[src/rtl/fsk_ser_pkg.sv]
package fsk_ser_pkg;

   // Width of the tick and cycle counters.
   localparam int COUNT_WIDTH = 12;
   // Width of every configuration register.
   localparam int REG_WIDTH = 12;
   localparam int BYTE_WIDTH = 8;
   localparam int INDEX_WIDTH = $clog2(BYTE_WIDTH);

   typedef logic [COUNT_WIDTH-1:0] count_type;
   typedef logic [REG_WIDTH-1:0] reg_type;
   typedef logic [BYTE_WIDTH-1:0] byte_type;
   typedef logic [INDEX_WIDTH-1:0] index_type;
   // One bit wider than the position count so that "past the last bit" fits.
   typedef logic [INDEX_WIDTH:0] from_type;

   // Input word kinds.
   localparam logic KIND_TICK = 1'b0;
   localparam logic KIND_LOAD = 1'b1;

   // Register reset values.
   localparam reg_type MARK_HALF_RESET = REG_WIDTH'(8);
   localparam reg_type MARK_CYCLES_RESET = REG_WIDTH'(12);
   localparam reg_type SPACE_HALF_RESET = REG_WIDTH'(4);
   localparam reg_type SPACE_CYCLES_RESET = REG_WIDTH'(25);

   typedef enum logic [1:0] {
      CSR_MARK_HALF_TICKS  = 2'd0,
      CSR_MARK_CYCLES      = 2'd1,
      CSR_SPACE_HALF_TICKS = 2'd2,
      CSR_SPACE_CYCLES     = 2'd3
   } csr_index_type;

   typedef struct packed {
      logic     kind;
      byte_type data_byte;
   } req_type;

   typedef struct packed {
      logic pin_level;
      logic busy_res;
      logic byte_done;
      logic rejected;
   } rsp_type;

   typedef struct packed {
      reg_type mark_half_ticks;
      reg_type mark_cycles;
      reg_type space_half_ticks;
      reg_type space_cycles;
   } cfg_type;

   typedef struct packed {
      logic      found;
      index_type idx;
   } pick_type;

   // Lowest bit position at or after 'from' whose tone has a nonzero cycle count.
   function automatic pick_type first_bit(input byte_type data,
                                          input logic mark_nz,
                                          input logic space_nz,
                                          input from_type from);
      pick_type pick;
      logic     elig;
      pick = '0;
      for (int i = BYTE_WIDTH - 1; i >= 0; i--) begin
         elig = data[i] ? mark_nz : space_nz;
         if (elig && (from_type'(i) >= from)) begin
            pick.found = 1'b1;
            pick.idx   = index_type'(i);
         end
      end
      return pick;
   endfunction

endpackage

[src/rtl/fsk_ser_engine.sv]
module fsk_ser_engine (
   input  logic                 clock,
   input  logic                 reset,
   input  logic                 step,
   input  fsk_ser_pkg::req_type req,
   input  fsk_ser_pkg::cfg_type cfg,
   output fsk_ser_pkg::rsp_type result
);
   import fsk_ser_pkg::*;

   localparam int CMP_WIDTH = ((COUNT_WIDTH > REG_WIDTH) ? COUNT_WIDTH : REG_WIDTH) + 1;

   byte_type  shift_byte_ff, shift_byte_in;
   index_type bit_index_ff, bit_index_in;
   count_type tick_count_ff, tick_count_in;
   count_type cycles_left_ff, cycles_left_in;
   logic      high_phase_ff, high_phase_in;
   logic      active_ff, active_in;

   logic      mark_nz;
   logic      space_nz;
   logic      cur_bit;
   reg_type   half;
   logic      phase_end;
   count_type cycles_dec;
   byte_type  scan_byte;
   from_type  scan_from;
   logic      scan_go;
   pick_type  pick;
   logic      done;
   logic      rej;

   assign mark_nz  = count_type'(cfg.mark_cycles) != '0;
   assign space_nz = count_type'(cfg.space_cycles) != '0;
   assign cur_bit  = shift_byte_ff[bit_index_ff];

   always_comb begin
      half = cur_bit ? cfg.mark_half_ticks : cfg.space_half_ticks;
      if (half == '0) begin
         half = REG_WIDTH'(1);
      end
   end

   assign phase_end  = (CMP_WIDTH'(tick_count_ff) + CMP_WIDTH'(1)) >= CMP_WIDTH'(half);
   assign cycles_dec = cycles_left_ff - COUNT_WIDTH'(1);

   // Either a fresh byte from position zero or the held byte past the bit just sent.
   assign scan_byte = (req.kind == KIND_LOAD) ? req.data_byte : shift_byte_ff;
   assign scan_from = (req.kind == KIND_LOAD) ? '0 : ({1'b0, bit_index_ff} + from_type'(1));
   assign pick      = first_bit(scan_byte, mark_nz, space_nz, scan_from);

   always_comb begin
      shift_byte_in  = shift_byte_ff;
      bit_index_in   = bit_index_ff;
      tick_count_in  = tick_count_ff;
      cycles_left_in = cycles_left_ff;
      high_phase_in  = high_phase_ff;
      active_in      = active_ff;
      scan_go        = 1'b0;
      rej            = 1'b0;

      if (req.kind == KIND_LOAD) begin
         if (active_ff) begin
            rej = 1'b1;
         end else begin
            shift_byte_in = req.data_byte;
            scan_go       = 1'b1;
         end
      end else if (active_ff) begin
         if (phase_end) begin
            tick_count_in = '0;
            if (high_phase_ff) begin
               high_phase_in = 1'b0;
            end else if (cycles_dec != '0) begin
               cycles_left_in = cycles_dec;
               high_phase_in  = 1'b1;
            end else begin
               scan_go = 1'b1;
            end
         end else begin
            tick_count_in = tick_count_ff + COUNT_WIDTH'(1);
         end
      end

      // Start the next bit that has cycles to send, or finish the byte.
      if (scan_go) begin
         tick_count_in = '0;
         if (pick.found) begin
            bit_index_in   = pick.idx;
            cycles_left_in = scan_byte[pick.idx] ? count_type'(cfg.mark_cycles)
                                                 : count_type'(cfg.space_cycles);
            high_phase_in  = 1'b1;
            active_in      = 1'b1;
         end else begin
            bit_index_in   = '0;
            cycles_left_in = '0;
            high_phase_in  = 1'b0;
            active_in      = 1'b0;
         end
      end

      done = scan_go && !pick.found;
   end

   assign result.pin_level = active_in && high_phase_in;
   assign result.busy_res  = active_in;
   assign result.byte_done = done;
   assign result.rejected  = rej;

   always_ff @(posedge clock) begin
      if (reset) begin
         shift_byte_ff  <= '0;
         bit_index_ff   <= '0;
         tick_count_ff  <= '0;
         cycles_left_ff <= '0;
         high_phase_ff  <= 1'b0;
         active_ff      <= 1'b0;
      end else if (step) begin
         shift_byte_ff  <= shift_byte_in;
         bit_index_ff   <= bit_index_in;
         tick_count_ff  <= tick_count_in;
         cycles_left_ff <= cycles_left_in;
         high_phase_ff  <= high_phase_in;
         active_ff      <= active_in;
      end
   end

`ifndef SYNTH
   // An idle block never holds the pin high.
   a_idle_low: assert property (@(posedge clock) disable iff (reset)
      !active_ff |-> !high_phase_ff)
      else $error("high phase while idle");

   // A bit in progress always has at least one cycle left.
   a_cycles_live: assert property (@(posedge clock) disable iff (reset)
      active_ff |-> (cycles_left_ff != '0))
      else $error("active with no cycles left");

   // A load taken while sending is dropped and leaves the byte untouched.
   a_reject_holds: assert property (@(posedge clock) disable iff (reset)
      (step && req.kind == KIND_LOAD && active_ff) |=> $stable(shift_byte_ff))
      else $error("rejected load changed the byte");
`endif

endmodule

[src/rtl/fsk_tone_bit_serializer.sv]
// Binary FSK square-wave serializer.
// The req channel carries words of two kinds: a tick, one per 0.1 ms of
// tone time, and a load that hands over a byte. A loaded byte goes out least
// significant bit first; each bit is a burst of square-wave cycles at the
// mark (1) or space (0) half-period, high then low for one half-period each.
// Every req word yields exactly one rsp word with the pin level, the busy
// flag, a done strobe when the last bit ends or a load has no bit to send,
// and a reject flag for a load that arrives while a byte is still being sent.
// rsp_valid rises in the cycle after acceptance, and one word is taken every
// cycle while req_stall is low: the whole state update is a single pass of
// logic ahead of the rsp output register, which doubles as the holding stage
// while rsp_stall is high. req_stall rises only when that register is full
// and stalled. The csr port writes the four timing registers; it is always
// ready and is meant to be used while the block is idle. Synchronous reset
// restores the register defaults, clears the sender to idle with the pin low,
// and empties the output register.
module fsk_tone_bit_serializer (
   input  logic                       clock,
   input  logic                       reset,
   input  logic                       req_valid,
   output logic                       req_stall,
   input  fsk_ser_pkg::req_type       req_data,
   output logic                       rsp_valid,
   input  logic                       rsp_stall,
   output fsk_ser_pkg::rsp_type       rsp_data,
   input  logic                       csr_valid,
   output logic                       csr_ready,
   input  fsk_ser_pkg::csr_index_type csr_index,
   input  fsk_ser_pkg::reg_type       csr_wdata
);
   import fsk_ser_pkg::*;

   cfg_type cfg_ff;
   logic    rsp_valid_ff;
   rsp_type rsp_ff;
   logic    req_take;
   rsp_type result;

   // The output register can always take a new word unless it is full and
   // the receiver is holding it.
   assign req_stall = rsp_valid_ff && rsp_stall;
   assign req_take  = req_valid && !req_stall;
   assign csr_ready = 1'b1;

   always_ff @(posedge clock) begin
      if (reset) begin
         cfg_ff.mark_half_ticks  <= MARK_HALF_RESET;
         cfg_ff.mark_cycles      <= MARK_CYCLES_RESET;
         cfg_ff.space_half_ticks <= SPACE_HALF_RESET;
         cfg_ff.space_cycles     <= SPACE_CYCLES_RESET;
      end else if (csr_valid) begin
         unique case (csr_index)
            CSR_MARK_HALF_TICKS:  cfg_ff.mark_half_ticks  <= csr_wdata;
            CSR_MARK_CYCLES:      cfg_ff.mark_cycles      <= csr_wdata;
            CSR_SPACE_HALF_TICKS: cfg_ff.space_half_ticks <= csr_wdata;
            CSR_SPACE_CYCLES:     cfg_ff.space_cycles     <= csr_wdata;
            default: ;
         endcase
      end
   end

   fsk_ser_engine u_engine (
      .clock  (clock),
      .reset  (reset),
      .step   (req_take),
      .req    (req_data),
      .cfg    (cfg_ff),
      .result (result)
   );

   always_ff @(posedge clock) begin
      if (reset) begin
         rsp_valid_ff <= 1'b0;
      end else if (req_take) begin
         rsp_valid_ff <= 1'b1;
      end else if (!rsp_stall) begin
         rsp_valid_ff <= 1'b0;
      end
   end

   always_ff @(posedge clock) begin
      if (req_take) begin
         rsp_ff <= result;
      end
   end

   assign rsp_valid = rsp_valid_ff;
   assign rsp_data  = rsp_ff;

endmodule
[config.mk]
export PLATFORM = sky130hd
export DESIGN_NAME = fsk_tone_bit_serializer
export DESIGN_NICKNAME = d
export VERILOG_FILES = /design/src/rtl/fsk_ser_pkg.sv /design/src/rtl/fsk_ser_engine.sv /design/src/rtl/fsk_tone_bit_serializer.sv
export SDC_FILE = /design/constraint.sdc
export NUM_CORES = 1
export LEC_CHECK = 0
export BUFFER_PORTS_ARGS = -buffer_cell sky130_fd_sc_hd__clkbuf_2
export CAP_MARGIN = 25
export CORE_MARGIN = 2
export CORE_UTILIZATION = 24
export CTS_CLUSTER_SIZE = 40
export DETAILED_ROUTE_END_ITERATION = 8
export REMOVE_ABC_BUFFERS = 1
export SYNTH_ARGS = -nofsm -noshare
export SYNTH_HDL_FRONTEND = slang
export SYNTH_SLANG_ARGS = --single-unit
[constraint.sdc]
create_clock -name clock -period 12.66 [get_ports clock]
set_input_delay 0.633 -clock clock [delete_from_list [all_inputs] [get_ports clock]]
set_output_delay 0.633 -clock clock [all_outputs]
set_load 0.02 [all_outputs]
==> results of run 1 <==
==> synthesized netlist by cell type, types with 6 or more instances <==
master / count / area share [%]
xnor2_1: 12 / 1.9
nand2_1: 135 / 9.0
mux2i_1: 28 / 5.0
nor3b_1: 7 / 0.93
mux2_2: 7 / 1.4
o21ai_0: 26 / 2.3
nor3_1: 13 / 1.1
clkbuf_1: 26 / 1.7
inv_1: 11 / 0.73
nand2b_1: 9 / 0.99
nand3b_1: 9 / 1.2
xor2_1: 8 / 1.2
dfxtp_1: 86 / 30
nor2_1: 49 / 3.2
buf_6: 7 / 1.4
ha_1: 18 / 4.0
nand3_1: 22 / 1.9
a211oi_1: 9 / 1.2
a22oi_1: 6 / 0.80
a21oi_1: 83 / 7.3
nor4_1: 6 / 0.66
o22ai_1: 7 / 0.77
and3_1: 10 / 1.1
==> metrics by stage <==
stage               hold WS [ns]  cells  power, mW  worst slack [ns]  utilization [%]
finish                     0.463   1040      0.716              7.83             27.0
detailed placement         0.457   1023      0.456              7.41             25.8
floorplan                  0.430    668      0.412              7.79                -
global placement           0.449   1022      0.454              7.17             25.7
CTS                        0.467   1039      0.722              7.32             27.0
global route               0.484   1040      0.751              7.53             27.0
==> final cells by class <==
| class | count | area [um^2] | share of cell area, % |
|---|---|---|---|
| clock buffers | 10 | 229 | 3.63 |
| clock inverters | 6 | 55.1 | 0.873 |
| multi-input cells | 566 | 3540 | 56.1 |
| well taps | 319 | 399 | 6.33 |
| inverters | 12 | 45.0 | 0.714 |
| repair buffers | 37 | 199 | 3.16 |
| flip-flops and latches | 90 | 1840 | 29.2 |
==> critical path: stages, from the launching register on <==
cell      delay, ns
dfxtp_1        0.48
mux4_1         0.61
mux2i_2        0.17
buf_6          0.22
mux2i_1        0.28
nand4_1        0.13
o31ai_1        0.32
ha_1           0.17
nand2b_1       0.10
a31oi_1        0.08
o21ai_0        0.18
a31oi_1        0.15
and2_1         0.23
o31ai_2        0.52
buf_4          0.29
and2_1         0.32
a41oi_1        0.17
a311oi_1       0.30
==> per-layer routing <==
layer | global-route usage (%) | part of all wire, % | vias up
li1 | - | - | 2546
met1 | 16.7 | 47 | 2398
met2 | 20.4 | 46 | 135
met3 | 2.79 | 4.8 | 21
met4 | 4.11 | 2.4 | 0
met5 | 0 | 0 | -
==> registers in the layout (all words and copies together), names as in the netlist <==
| name | cells |
|---|---|
| u_engine.bit_index_ff | 3 |
| u_engine.tick_count_ff | 12 |
| u_engine.active_ff | 1 |
| u_engine.cycles_left_ff | 12 |
| u_engine.shift_byte_ff | 8 |
| u_engine.high_phase_ff | 1 |
| rsp_valid | 1 |
| cfg_ff | 48 |
| rsp_data | 4 |
==> cell families after synthesis <==
| logic type | after synthesis | share of synthesized area (%) |
|---|---|---|
| AO/OA/AOI/OAI | 180 | 20.2 |
| XOR/XNOR | 20 | 3.09 |
| other | 1 | 0.0662 |
| multiplexers | 43 | 8.69 |
| buffers and inverters | 53 | 5.06 |
| AND/OR/NAND/NOR | 304 | 26.3 |
| adder cells (fa/ha/maj) | 18 | 3.98 |
| flip-flops | 90 | 32.5 |
==> worst min path at each step <==
stage / start / end / slack, ns / cells past startpoint
4_1_cts: cfg_ff[18]$_SDFFE_PP0P_ / cfg_ff[18]$_SDFFE_PP0P_ / 0.47 / 2
3_5_place_dp: cfg_ff[18]$_SDFFE_PP0P_ / cfg_ff[18]$_SDFFE_PP0P_ / 0.46 / 2
2_1_floorplan: cfg_ff[36]$_SDFFE_PP0P_ / cfg_ff[36]$_SDFFE_PP0P_ / 0.43 / 2
3_3_place_gp: cfg_ff[20]$_SDFFE_PP0P_ / cfg_ff[20]$_SDFFE_PP0P_ / 0.45 / 2
5_1_grt: cfg_ff[43]$_SDFFE_PP0P_ / cfg_ff[43]$_SDFFE_PP0P_ / 0.48 / 2
6_report: cfg_ff[42]$_SDFFE_PP0P_ / cfg_ff[42]$_SDFFE_PP0P_ / 0.46 / 2
==> report_power, final <==
group          leakage, nW  internal [mW]  switching [mW]
Combinational         1.51         0.0566          0.0838
Sequential           0.739          0.298          0.0136
Clock                0.142          0.138           0.127
==> impl_summary.md, run 1 <==
Status
The flow ran to the end, and the final reports show no timing, DRC or antenna violations.

Logic synthesis
Summing every instance area after synthesis gives 5660 um^2. The distinct cell type count of the synthesized netlist is 76. In this run, synthesis inferred 4 flip-flops with an integrated enable.

The flip-flop and latch count after synthesis is 90. The main flop type after synthesis is dfxtp_1. During synthesis, Yosys emitted a total of 0 warnings.

The synthesized instance count is 709. The fraction of the yosys area taken by sequential cells is 32.5%. The average instance in the mapped netlist occupies 7.98 um^2. For this run, asynchronously set or reset flops after synthesis account for 0%.

Critical path
The critical path ends at u_engine.cycles_left_ff[5]$_SDFFE_PP0P_. STA classifies the critical path startpoint as a register. The element type at the critical path end is a register.

At the worst endpoint, the required time is 12.91 ns. The number of cells on the worst reg-to-reg path is 17. The critical path starts at u_engine.bit_index_ff[0]$_SDFFE_PP0P_. The signal arrival time at the worst endpoint is 5.08 ns. The worst setup path is of the reg2reg kind. The worst register-to-register path has a setup slack of 7.83 ns. The endpoint identified for the worst register-to-register timing path is u_engine.cycles_left_ff[5]$_SDFFE_PP0P_. In this run the worst path has a maximum fanout of 15.

The critical register-to-register path startpoint is u_engine.bit_index_ff[0]$_SDFFE_PP0P_.

Clock network
The count of instances resized after the clock tree is built is 0. After clock tree synthesis, the clock-pin slew on the worst setup and hold paths is 0.07 ns. After clock tree synthesis, the setup repair step added 0 buffers. The root buffer cell chosen for the clock tree is clkbuf_16. TritonCTS built the clock tree. For this design, the sink count on the clock tree is 90. The clock passes through at most 2 buffers. In this run, post-CTS hold repair placed 0 buffers. The number of CTS-inserted buffers is 9. The H-tree depth is 3. At the later pin of the worst-skew pair, clock insertion delay measures 0.35 ns.

Worst hold path
The type of the tightest min-delay check is reg2reg.

Place
The congestion estimate from routability-driven global placement came to 0.853. Detailed placement finished with a half-perimeter wire length of 11.3 mm. The placed standard-cell area is 6010 um^2. During placement, the flow inserted port buffers numbering 33.

Timing
The total count of hold-check failures in the final report is 0. The normalized max-slew margin is 35.9%. Of the available clock period, the critical path in the final layout requires 38.2%. Static timing analysis puts the maximum clock frequency at 207 MHz. The total setup violations reported at the end of the flow is 0.

After routing, the total negative slack on setup checks comes to 0 ns. The final-report max-slew violation count is 0. Setup repair after global routing left no endpoint under its margin. The transition at the pin with the smallest max-transition slack is 0.962 ns. The clock skew after layout is 0.0104 ns.

Subtracting the final worst setup slack from the clock period gives 4.83 ns.

Final layout
The area of all placed cells without fillers is 6300 um^2. In the layout the commonest cells are 135 x nand2_1, 86 x dfxtp_1, 83 x a21oi_1. The commonest non-fill, non-tap cell in the layout is nand2_1. The layout has 2531 filler cells. The post-route netlist has 12.8% of its cells at a drive strength greater than 1. The total number of nets in the final design is 762. The antenna cell count is 0. The growth of design area from synthesis to finish is 11.4%.

Detailed routing
Once detail routing completed, the nets flagged for antenna violations numbered 0. The overall routed net length is 15.4 mm. Detailed routing inserted a total of 5100 vias.

The ratio of routed vias to standard cells is 4.90. After detailed routing, the average wire length per cell comes to 14.9 um. The remaining routing DRC violations is 0. The detailed router finished its first iteration with 363 violations. For this run, the detailed router's first-pass iteration total came to 6.

Die
Row generation in the floorplan step produced 56 rows. The initial core utilization is 24.3%. The die boundary height is 158 um. The number of placed I/O pins is 35.

The die covers 24800 um^2. The width of the chip is 158 um. The core footprint is 23300 um^2.

Power and ir drop
In this run the power density over the cells is 114 nW/um^2. The leakage power is 2.39 nW. Across the VDD grid, the largest voltage drop is 0.0000534 V.

Global route
The overflow left after global routing is 0. The via count of the first global-routing pass was 4708. The largest net degree at the start of global routing is 88. Global routing used 12.6% of the available tracks across all layers. The number of antenna violations at the first check in global routing is 0. The first global-routing pass estimated 24.9 mm of wire.

Job
The number of max-cap violations is 0.
(Power assumes the default switching activity.)
==> inputs of run 2 (changes only) <==
--- a/config.mk
+++ b/config.mk
@@ -5,6 +5,7 @@
 export SDC_FILE = /design/constraint.sdc
 export NUM_CORES = 1
 export LEC_CHECK = 0
+export ABC_AREA = 1
 export BUFFER_PORTS_ARGS = -buffer_cell sky130_fd_sc_hd__clkbuf_2
 export CAP_MARGIN = 25
 export CORE_MARGIN = 2
==> constraint.sdc (replaced) <==
create_clock -name clock -period 4.2 [get_ports clock]
set_input_delay 0.21 -clock clock [delete_from_list [all_inputs] [get_ports clock]]
set_output_delay 0.21 -clock clock [all_outputs]
set_load 0.02 [all_outputs]
==> impl_summary.md, run 2 <==
Status
The run finished with clean final reports.

Power and ir drop
The power density over cell area is 383 nW/um^2 (+240%). The total power is 2.31 mW (+220%). The maximum resistive drop on vdd is 0.000198 V (+270%). The leakage power is 2.65 nW (+11%).

Detailed routing
The overall routed net length came to 13.1 mm (-15%). The wire length per cell was 12.3 um (-17%). The post-detailed-route count of antenna-violating nets came to 0 (unchanged). The via total after detailed routing came to 4831 (-5.3%). The remaining routing DRC violations is 0 (unchanged).

The first-pass iteration count of the detailed router is 4 (-2). The ratio of routed vias to standard cells is 4.53 (-7.7%). The number of design-rule violations left by the first detailed-router iteration came to 376 (+3.6%).

Die
The site row count is 54 (-3.6%). The die area is 23200 um^2 (-6.4%). The initial core utilization is 24.3% (+0.050 points).

The core footprint was 21800 um^2 (-6.8%). The width of the chip is 152 um (-3.3%). The die boundary height is 152 um (-3.3%).

The number of placed I/O pins is 35 (unchanged).

Logic synthesis
The flip-flop and latch count after synthesis came to 90 (unchanged). The synthesized instance count is 763 (+7.6%). By area the synthesized netlist is led by dfxtp_1 33%, nand2_1 9.9%, a21oi_1 6.9%. The main flop type after synthesis is dfxtp_1. The synthesized area per cell came to 6.93 um^2 (-13%). The distinct cell type count of the synthesized netlist is 41 (-46%). The library cell with the largest summed area after synthesis is dfxtp_1.

The proportion of netlist area held by the largest area contributor was 32.6% (+2.1 points). The most numerous cell in the Yosys netlist is nand2_1. The cell area after technology mapping came to 5290 um^2 (-6.6%).

The proportion of synthesized flip-flops having asynchronous set or reset was 0% (unchanged). The number of warnings printed during yosys synthesis is 0 (unchanged). The fraction of the yosys area taken by sequential cells is 34.8% (+2.3 points). Sorting the synthesized cells by how often they occur yields 139 x nand2_1, 87 x inv_1, 86 x dfxtp_1. The number of enable-type register cells in the synthesized netlist is 4 (unchanged).

Place
The half-perimeter wire length after placement is 9.77 mm (-13%). The routability congestion estimate is 0.823 (-3.5%). The placed standard-cell area is 5690 um^2 (-5.4%).

The count of buffers inserted at the top-level ports is 33 (unchanged).

Timing
The setup total negative slack is 0 ns (unchanged). The total count of hold-check failures in the final report is 0 (unchanged). The transition at the pin with the smallest max-transition slack came to 0.639 ns (-0.324 ns).

The ratio of final minimum period to clock period is 89.8% (+52 points). The post-route minimum period came to 3.77 ns (-1.06 ns). The clock skew after layout is 0.0120 ns (+0.00162 ns).

Setup repair after global routing left no endpoint under its margin. The final-report max-slew violation count was 0 (unchanged). The maximum operating frequency was 265 MHz (+28%). The total setup violations reported at the end of the flow is 0 (unchanged). The worst hold slack is 0.102 ns (-0.361 ns). The normalized max-slew margin is 57.3% (+21 points).

Final layout
The largest registers in the layout are cfg_ff (48), u_engine.cycles_left_ff (12), u_engine.tick_count_ff (12). The flip-flop count of the largest register after layout is 48 (unchanged). Relative to the synthesized area, the layout overhead comes to 14.3%. The final design utilization is 27.8% (+0.77 points). The commonest non-fill, non-tap cell in the layout is nand2_1. The area of all placed cells without fillers is 6050 um^2 (-4.1%).

The register with the highest flop count is cfg_ff. The antenna cell count was 0 (unchanged). The share of post-route cells with drive strength above 1 was 14.7% (+2.0 points). The library cells used most frequently in the layout, excluding fill and tap cells, are 138 x nand2_1, 86 x inv_1, 86 x dfxtp_1.

The total number of nets in the final design is 828 (+8.7%).

Critical path
The maximum fanout encountered on the critical timing path is 17 (+2). The required time of the critical path is 4.30 ns (-8.61 ns). The element type at the critical path end is a register. The category of cells accounting for the largest share of critical-path delay is compound AO/OA/AOI/OAI gates. Counting stages on the worst path, the most repeated cell is o21ai_0. The delay contributed by the slowest stage of the critical path is 0.50 ns (-0.11 ns). Walking the worst path, the cells encountered are inv_1 > a21oi_1 > o21ai_0 > nand3_1 > nand2_4 > o21ai_0 > nand4_1 > o31ai_1 > ha_1 > o21ai_0 > a21oi_1 > nor2_1 > o211ai_1 > nand3_1 > nand3_2 > nand2_4 > inv_2 > nor2_4 > inv_2 > o21ai_2 > a21boi_1.

Among all stages on the critical path, the largest delay is contributed by dfxtp_1. The critical path is of the reg2reg type. STA classifies the critical path startpoint as a register.

The number of buffers and inverters on the critical path is 3 (+1). The signal arrival time at the worst endpoint was 3.87 ns (-1.21 ns).

Global route
The global-route usage over all layers came to 11.6% (-1.0 points). The overflow left after global routing is 0 (unchanged). The largest net degree at the start of global routing is 59 (-33%). The number of antenna violations at the first check in global routing is 0 (unchanged). The global-route wire length before repair is 22.2 mm (-11%). The via count of the first global-routing pass is 4489 (-4.7%).

Clock network
The number of CTS-inserted buffers came to 9 (unchanged). CTS placed an instance of clkbuf_16 at the clock tree root. The H-tree depth is 3 (unchanged).

The clock net sink count is 90 (unchanged). The CTS tree is yes. The worst-case clock buffer depth came to 2 (unchanged). The source-to-sink clock delay at the later pin of the worst-skew pair was 0.36 ns (about the same). The clock transition time at the flip-flop clock pins of the worst setup and hold paths is 0.07 ns (about the same).

Worst hold path
The tightest min-delay check is of the in2reg type.

Job
The number of max-cap violations came to 0 (unchanged).
[run 2: cell count changes in the layout (fill, tap and decap cells not counted), sizes merged, moves of 10 or more]
cell and delta:
and3 -11, mux2i -22, inv +85, nand3 +36
nor2 +49, nor4 -10, xnor2 -10, mux2 -11
nand2b -10, o21ai +46
[run 2: worst register-to-register path, stage by stage (launching register included)]
cell and delay, ns:
dfxtp_1 0.50, inv_1 0.13, a21oi_1 0.15, o21ai_0 0.09, nand3_1 0.12, nand2_4 0.14
o21ai_0 0.43, nand4_1 0.14, o31ai_1 0.28, ha_1 0.19, o21ai_0 0.08, a21oi_1 0.17
nor2_1 0.06, o211ai_1 0.15, nand3_1 0.17, nand3_2 0.15, nand2_4 0.14, inv_2 0.12
nor2_4 0.05, inv_2 0.07, o21ai_2 0.06, a21boi_1 0.13
[run 2: worst paths after layout]
kind | start | to | slack, ns | cells past startpoint
setup / recovery | u_engine.bit_index_ff[0]$_SDFFE_PP0P_ | rsp_data[3]$_DFFE_PP_ | 0.43 | 21
hold / removal | req_valid | rsp_valid$_SDFFE_PP0P_ | 0.10 | 3
hold reg to reg | cfg_ff[23]$_SDFFE_PP0P_ | cfg_ff[23]$_SDFFE_PP0P_ | 0.46 | 2
setup reg to reg | u_engine.bit_index_ff[0]$_SDFFE_PP0P_ | rsp_data[3]$_DFFE_PP_ | 0.43 | 21
[run 2: per-stage QoR]
step,std cells,setup WS [ns]
2_1_floorplan,733,0.791
3_3_place_gp,1050,0.171
3_5_place_dp,1050,0.0783
4_1_cts,1066,0.0471
5_1_grt,1067,0.0695
6_report,1067,0.427
[run 2: per-layer routing]
layer | vias to the layer above | part of all wire, % | GRT usage (%)
met2 | 72 | 47 | 19.1
met4 | 0 | 2.3 | 4.72
met1 | 2201 | 47 | 15.2
met5 | - | 0 | 0
met3 | 24 | 3.2 | 1.76
li1 | 2534 | - | -
[run 2: final cells by class]
cell class | instances | area [um^2]
inverters | 100 | 378
fillers | 2429 | 15700
multi-input cells | 543 | 2940
clock buffers | 9 | 225
repair buffers | 38 | 215
flip-flops and latches | 90 | 1840
clock inverters | 7 | 98.8
well taps | 280 | 350
[run 2: kinds of logic (layout without fill, tap and decap cells)]
family / Yosys count / count (layout) / share of synthesized area, %
fa+ha+maj: 18 / 18 / 4.26
buf+inv: 130 / 154 / 9.91
xor+xnor: 16 / 16 / 2.65
mux: 8 / 8 / 1.51
other cells: 1 / 1 / 0.0709
simple gates: 326 / 326 / 28.8
flops: 90 / 90 / 34.8
compound gates: 174 / 174 / 18.0
[run 2: repair_timing]
item                                    4_1_cts  5_1_grt
gates resized for setup                       0        4
buffers inserted                              0        1
hold buffers                                  0        0
endpoints found under the setup margin        0       19
[run 2: where the power goes]
part | leakage (nW) | internal, mW | total (mW) | switching [mW]
combinational | 1.74 | 0.166 | 0.483 | 0.317
sequential | 0.743 | 0.905 | 0.932 | 0.0263
clock | 0.162 | 0.528 | 0.900 | 0.372
==> inputs of run 3 (changes only) <==
--- a/config.mk
+++ b/config.mk
@@ -6,7 +6,7 @@
 export NUM_CORES = 1
 export LEC_CHECK = 0
 export ABC_AREA = 1
-export BUFFER_PORTS_ARGS = -buffer_cell sky130_fd_sc_hd__clkbuf_2
+export BUFFER_PORTS_ARGS = -buffer_cell sky130_fd_sc_hd__buf_2
 export CAP_MARGIN = 25
 export CORE_MARGIN = 2
 export CORE_UTILIZATION = 24
==> impl_summary.md, run 3 (same netlist as run 2, synthesis figures left out) <==
Status
The run finished with clean final reports.

Clock network
The worst-case clock buffer depth came to 2 (unchanged). TritonCTS built the clock tree. The number of CTS-inserted buffers is 9 (unchanged). The H-tree depth is 3 (unchanged). The clock transition time at the flip-flop clock pins of the worst setup and hold paths is 0.07 ns (about the same). The tree is rooted in a clkbuf_16. The count of hold buffers inserted by post-cts repair is 0 (unchanged). The source-to-sink clock delay at the later pin of the worst-skew pair is 0.36 ns (about the same). The clock net sink count is 90 (unchanged).

Timing
The ratio of final minimum period to clock period came to 88.2% (-1.6 points). The final-report max-slew violation count came to 0 (unchanged). The transition at the pin with the smallest max-transition slack is 0.663 ns (+0.0239 ns). The clock skew after layout is 0.00788 ns (-0.00411 ns). The normalized max-slew margin is 55.7% (-1.6 points). The worst hold slack was 0.112 ns (+0.00937 ns). The slack of the critical path was 0.496 ns (+0.0692 ns). The maximum operating frequency was 270 MHz (+1.9%). Setup repair after global routing left no endpoint under its margin.

The total setup violations reported at the end of the flow was 0 (unchanged). The setup total negative slack is 0 ns (unchanged). The post-route minimum period was 3.70 ns (-0.0692 ns). The total count of hold-check failures in the final report is 0 (unchanged).

Detailed routing
The ratio of routed vias to standard cells is 4.47 (-1.3%). The via total after detailed routing is 4765 (-1.4%). The first-pass iteration count of the detailed router is 5 (+1). The remaining routing DRC violations was 0 (unchanged). The wire length per cell is 12.2 um (-1.1%).

The overall routed net length is 13.0 mm (-1.2%). The post-detailed-route count of antenna-violating nets came to 0 (unchanged). The number of design-rule violations left by the first detailed-router iteration is 329 (-13%).

Worst hold path
The worst min-delay path startpoint is req_valid. The end of the worst hold path is rsp_valid$_SDFFE_PP0P_. The path class of the tightest hold or removal check is in2reg. The number of stages on the worst hold path is 3 (unchanged).

Power and ir drop
The total power is 2.26 mW (-2.5%). The internal power consumption came to 1.55 mW (-3.1%). The leakage power came to 2.63 nW (-0.55%). The proportion of total power due to net switching is 31.4% (+0.45 points). The maximum resistive drop on vdd was 0.000226 V (+14%). The power density over cell area is 375 nW/um^2 (-2.0%). The combinational cell fraction of total power was 21.2% (+0.4 points). The power share of the sequential group came to 41.3% (+1.0 points). The switching power is 0.708 mW (-1.1%). The part of the power in the clock network came to 37.5% (-1.4 points).

Critical path
The worst setup path is launched from a register. The worst reg2reg path endpoint is rsp_data[3]$_DFFE_PP_. The signal arrival time at the worst endpoint is 3.81 ns (-0.06 ns).

The number of cells on the worst reg-to-reg path is 20 (-4.8%). The required time of the critical path was 4.30 ns (about the same). The critical register-to-register path startpoint is u_engine.bit_index_ff[0]$_SDFFE_PP0P_. The reg2reg setup slack was 0.50 ns (+0.07 ns). The maximum fanout encountered on the critical timing path was 18 (+1).

The setup path with the least slack is of type reg2reg. The element type at the critical path end is a register.

Die
The core footprint is 21800 um^2 (unchanged). The die boundary height was 152 um (unchanged). The initial core utilization is 24.3% (unchanged).

The die area is 23200 um^2 (unchanged). The width of the chip came to 152 um (unchanged). The number of placed I/O pins was 35 (unchanged).

The site row count is 54 (unchanged).

Place
The pre-CTS setup slack was 0.0410 ns (-0.0373 ns). The routability congestion estimate is 0.805 (-2.2%). The half-perimeter wire length after placement is 9.74 mm (-0.31%). The cell count after placement came to 1049 (-0.095%). The count of buffers inserted at the top-level ports is 33 (unchanged). The placed standard-cell area is 5680 um^2 (-0.13%).

Global route
The number of antenna violations at the first check in global routing came to 0 (unchanged). The global-route usage over all layers is 11.3% (-0.25 points). The global-route wire length before repair was 21.8 mm (-2.0%). The overflow left after global routing was 0 (unchanged).

The via count of the first global-routing pass is 4408 (-1.8%). The largest net degree at the start of global routing is 67 (+14%).

Final layout
The area of the multi-input gates is 2940 um^2 (unchanged). The area of all sequential standard cells is 1840 um^2 (unchanged). The area growth from synthesis to layout is 13.8%. The share of post-route cells with drive strength above 1 is 14.6% (-0.11 points). The final design utilization came to 27.7% (-0.13 points). In the layout the commonest cells are 138 x nand2_1, 87 x inv_1, 86 x dfxtp_1. The total number of nets in the final design is 827 (-0.12%). The largest registers in the layout are cfg_ff (48), u_engine.cycles_left_ff (12), u_engine.tick_count_ff (12). The fill cell total of the finished layout is 2395 (-1.4%). The number of cells in the finished layout apart from fillers came to 1066 (-0.094%). The library cell used most frequently in the layout, excluding fill and tap cells, is nand2_1.

The antenna cell count was 0 (unchanged). The register with the highest flop count is cfg_ff. The area of all placed cells without fillers is 6020 um^2 (-0.48%). The flip-flop count of the largest register after layout is 48 (unchanged).

Job
The number of max-cap violations is 0 (unchanged).
==> run 3: worst max path at each step <==
stage	end	from	slack, ns
global route	u_engine.cycles_left_ff[0]$_SDFFE_PP0P_	u_engine.bit_index_ff[0]$_SDFFE_PP0P_	0.09
detailed placement	rsp_data[3]$_DFFE_PP_	u_engine.bit_index_ff[0]$_SDFFE_PP0P_	0.04
finish	rsp_data[3]$_DFFE_PP_	u_engine.bit_index_ff[0]$_SDFFE_PP0P_	0.50
CTS	rsp_data[3]$_DFFE_PP_	u_engine.bit_index_ff[0]$_SDFFE_PP0P_	0.02
floorplan	u_engine.tick_count_ff[10]$_SDFFE_PP0P_	u_engine.bit_index_ff[0]$_SDFFE_PP0P_	0.79
global placement	rsp_data[3]$_DFFE_PP_	u_engine.bit_index_ff[0]$_SDFFE_PP0P_	0.15
==> run 3: repair_timing <==
item	in CTS	in global routing
endpoints found under the setup margin	0	25
gates resized for setup	0	6
setup buffers	0	1
==> run 3: metal layers <==
| metal | track usage (%) | up-vias | wire (um) |
|---|---|---|---|
| li1 | - | 2540 | - |
| met1 | 14.8 | 2128 | 6190 |
| met2 | 18.9 | 79 | 6120 |
| met3 | 1.54 | 18 | 395 |
| met4 | 4.89 | 0 | 265 |
| met5 | 0 | - | 0 |
==> run 3: layout make-up <==
cell class	instances	area share (%)
Multi-Input combinational cell	543	48.8
Sequential cell	90	30.6
Inverter	100	6.28
Tap cell	280	5.82
Clock buffer	10	3.97
Timing Repair Buffer	37	3.45
Clock inverter	6	1.06
==> run 3: worst max-delay path: stages, from the launching register on <==
cell and delay, ns:
dfxtp_1 0.50, inv_1 0.13, o21ai_0 0.18, nand3_1 0.14, nand2_4 0.23, mux2i_1 0.35
nand4_1 0.16, o31ai_1 0.22, ha_1 0.20, o21ai_0 0.09, a21oi_1 0.13, nor2_1 0.06
o211ai_1 0.16, nand3_1 0.18, nand3_2 0.15, nand2_4 0.15, inv_2 0.12, nor2_4 0.05
inv_2 0.07, o21ai_2 0.06, a21boi_1 0.13
==> run 3: power groups by stage <==
stage | clock, mW | sequential [mW] | combinational [mW]
5_1_grt | 0.888 | 0.937 | 0.551
3_3_place_gp | 0 | 0.951 | 0.471
3_5_place_dp | 0 | 0.952 | 0.473
4_1_cts | 0.861 | 0.932 | 0.475
6_report | 0.845 | 0.932 | 0.480
2_1_floorplan | 0 | 0.949 | 0.352
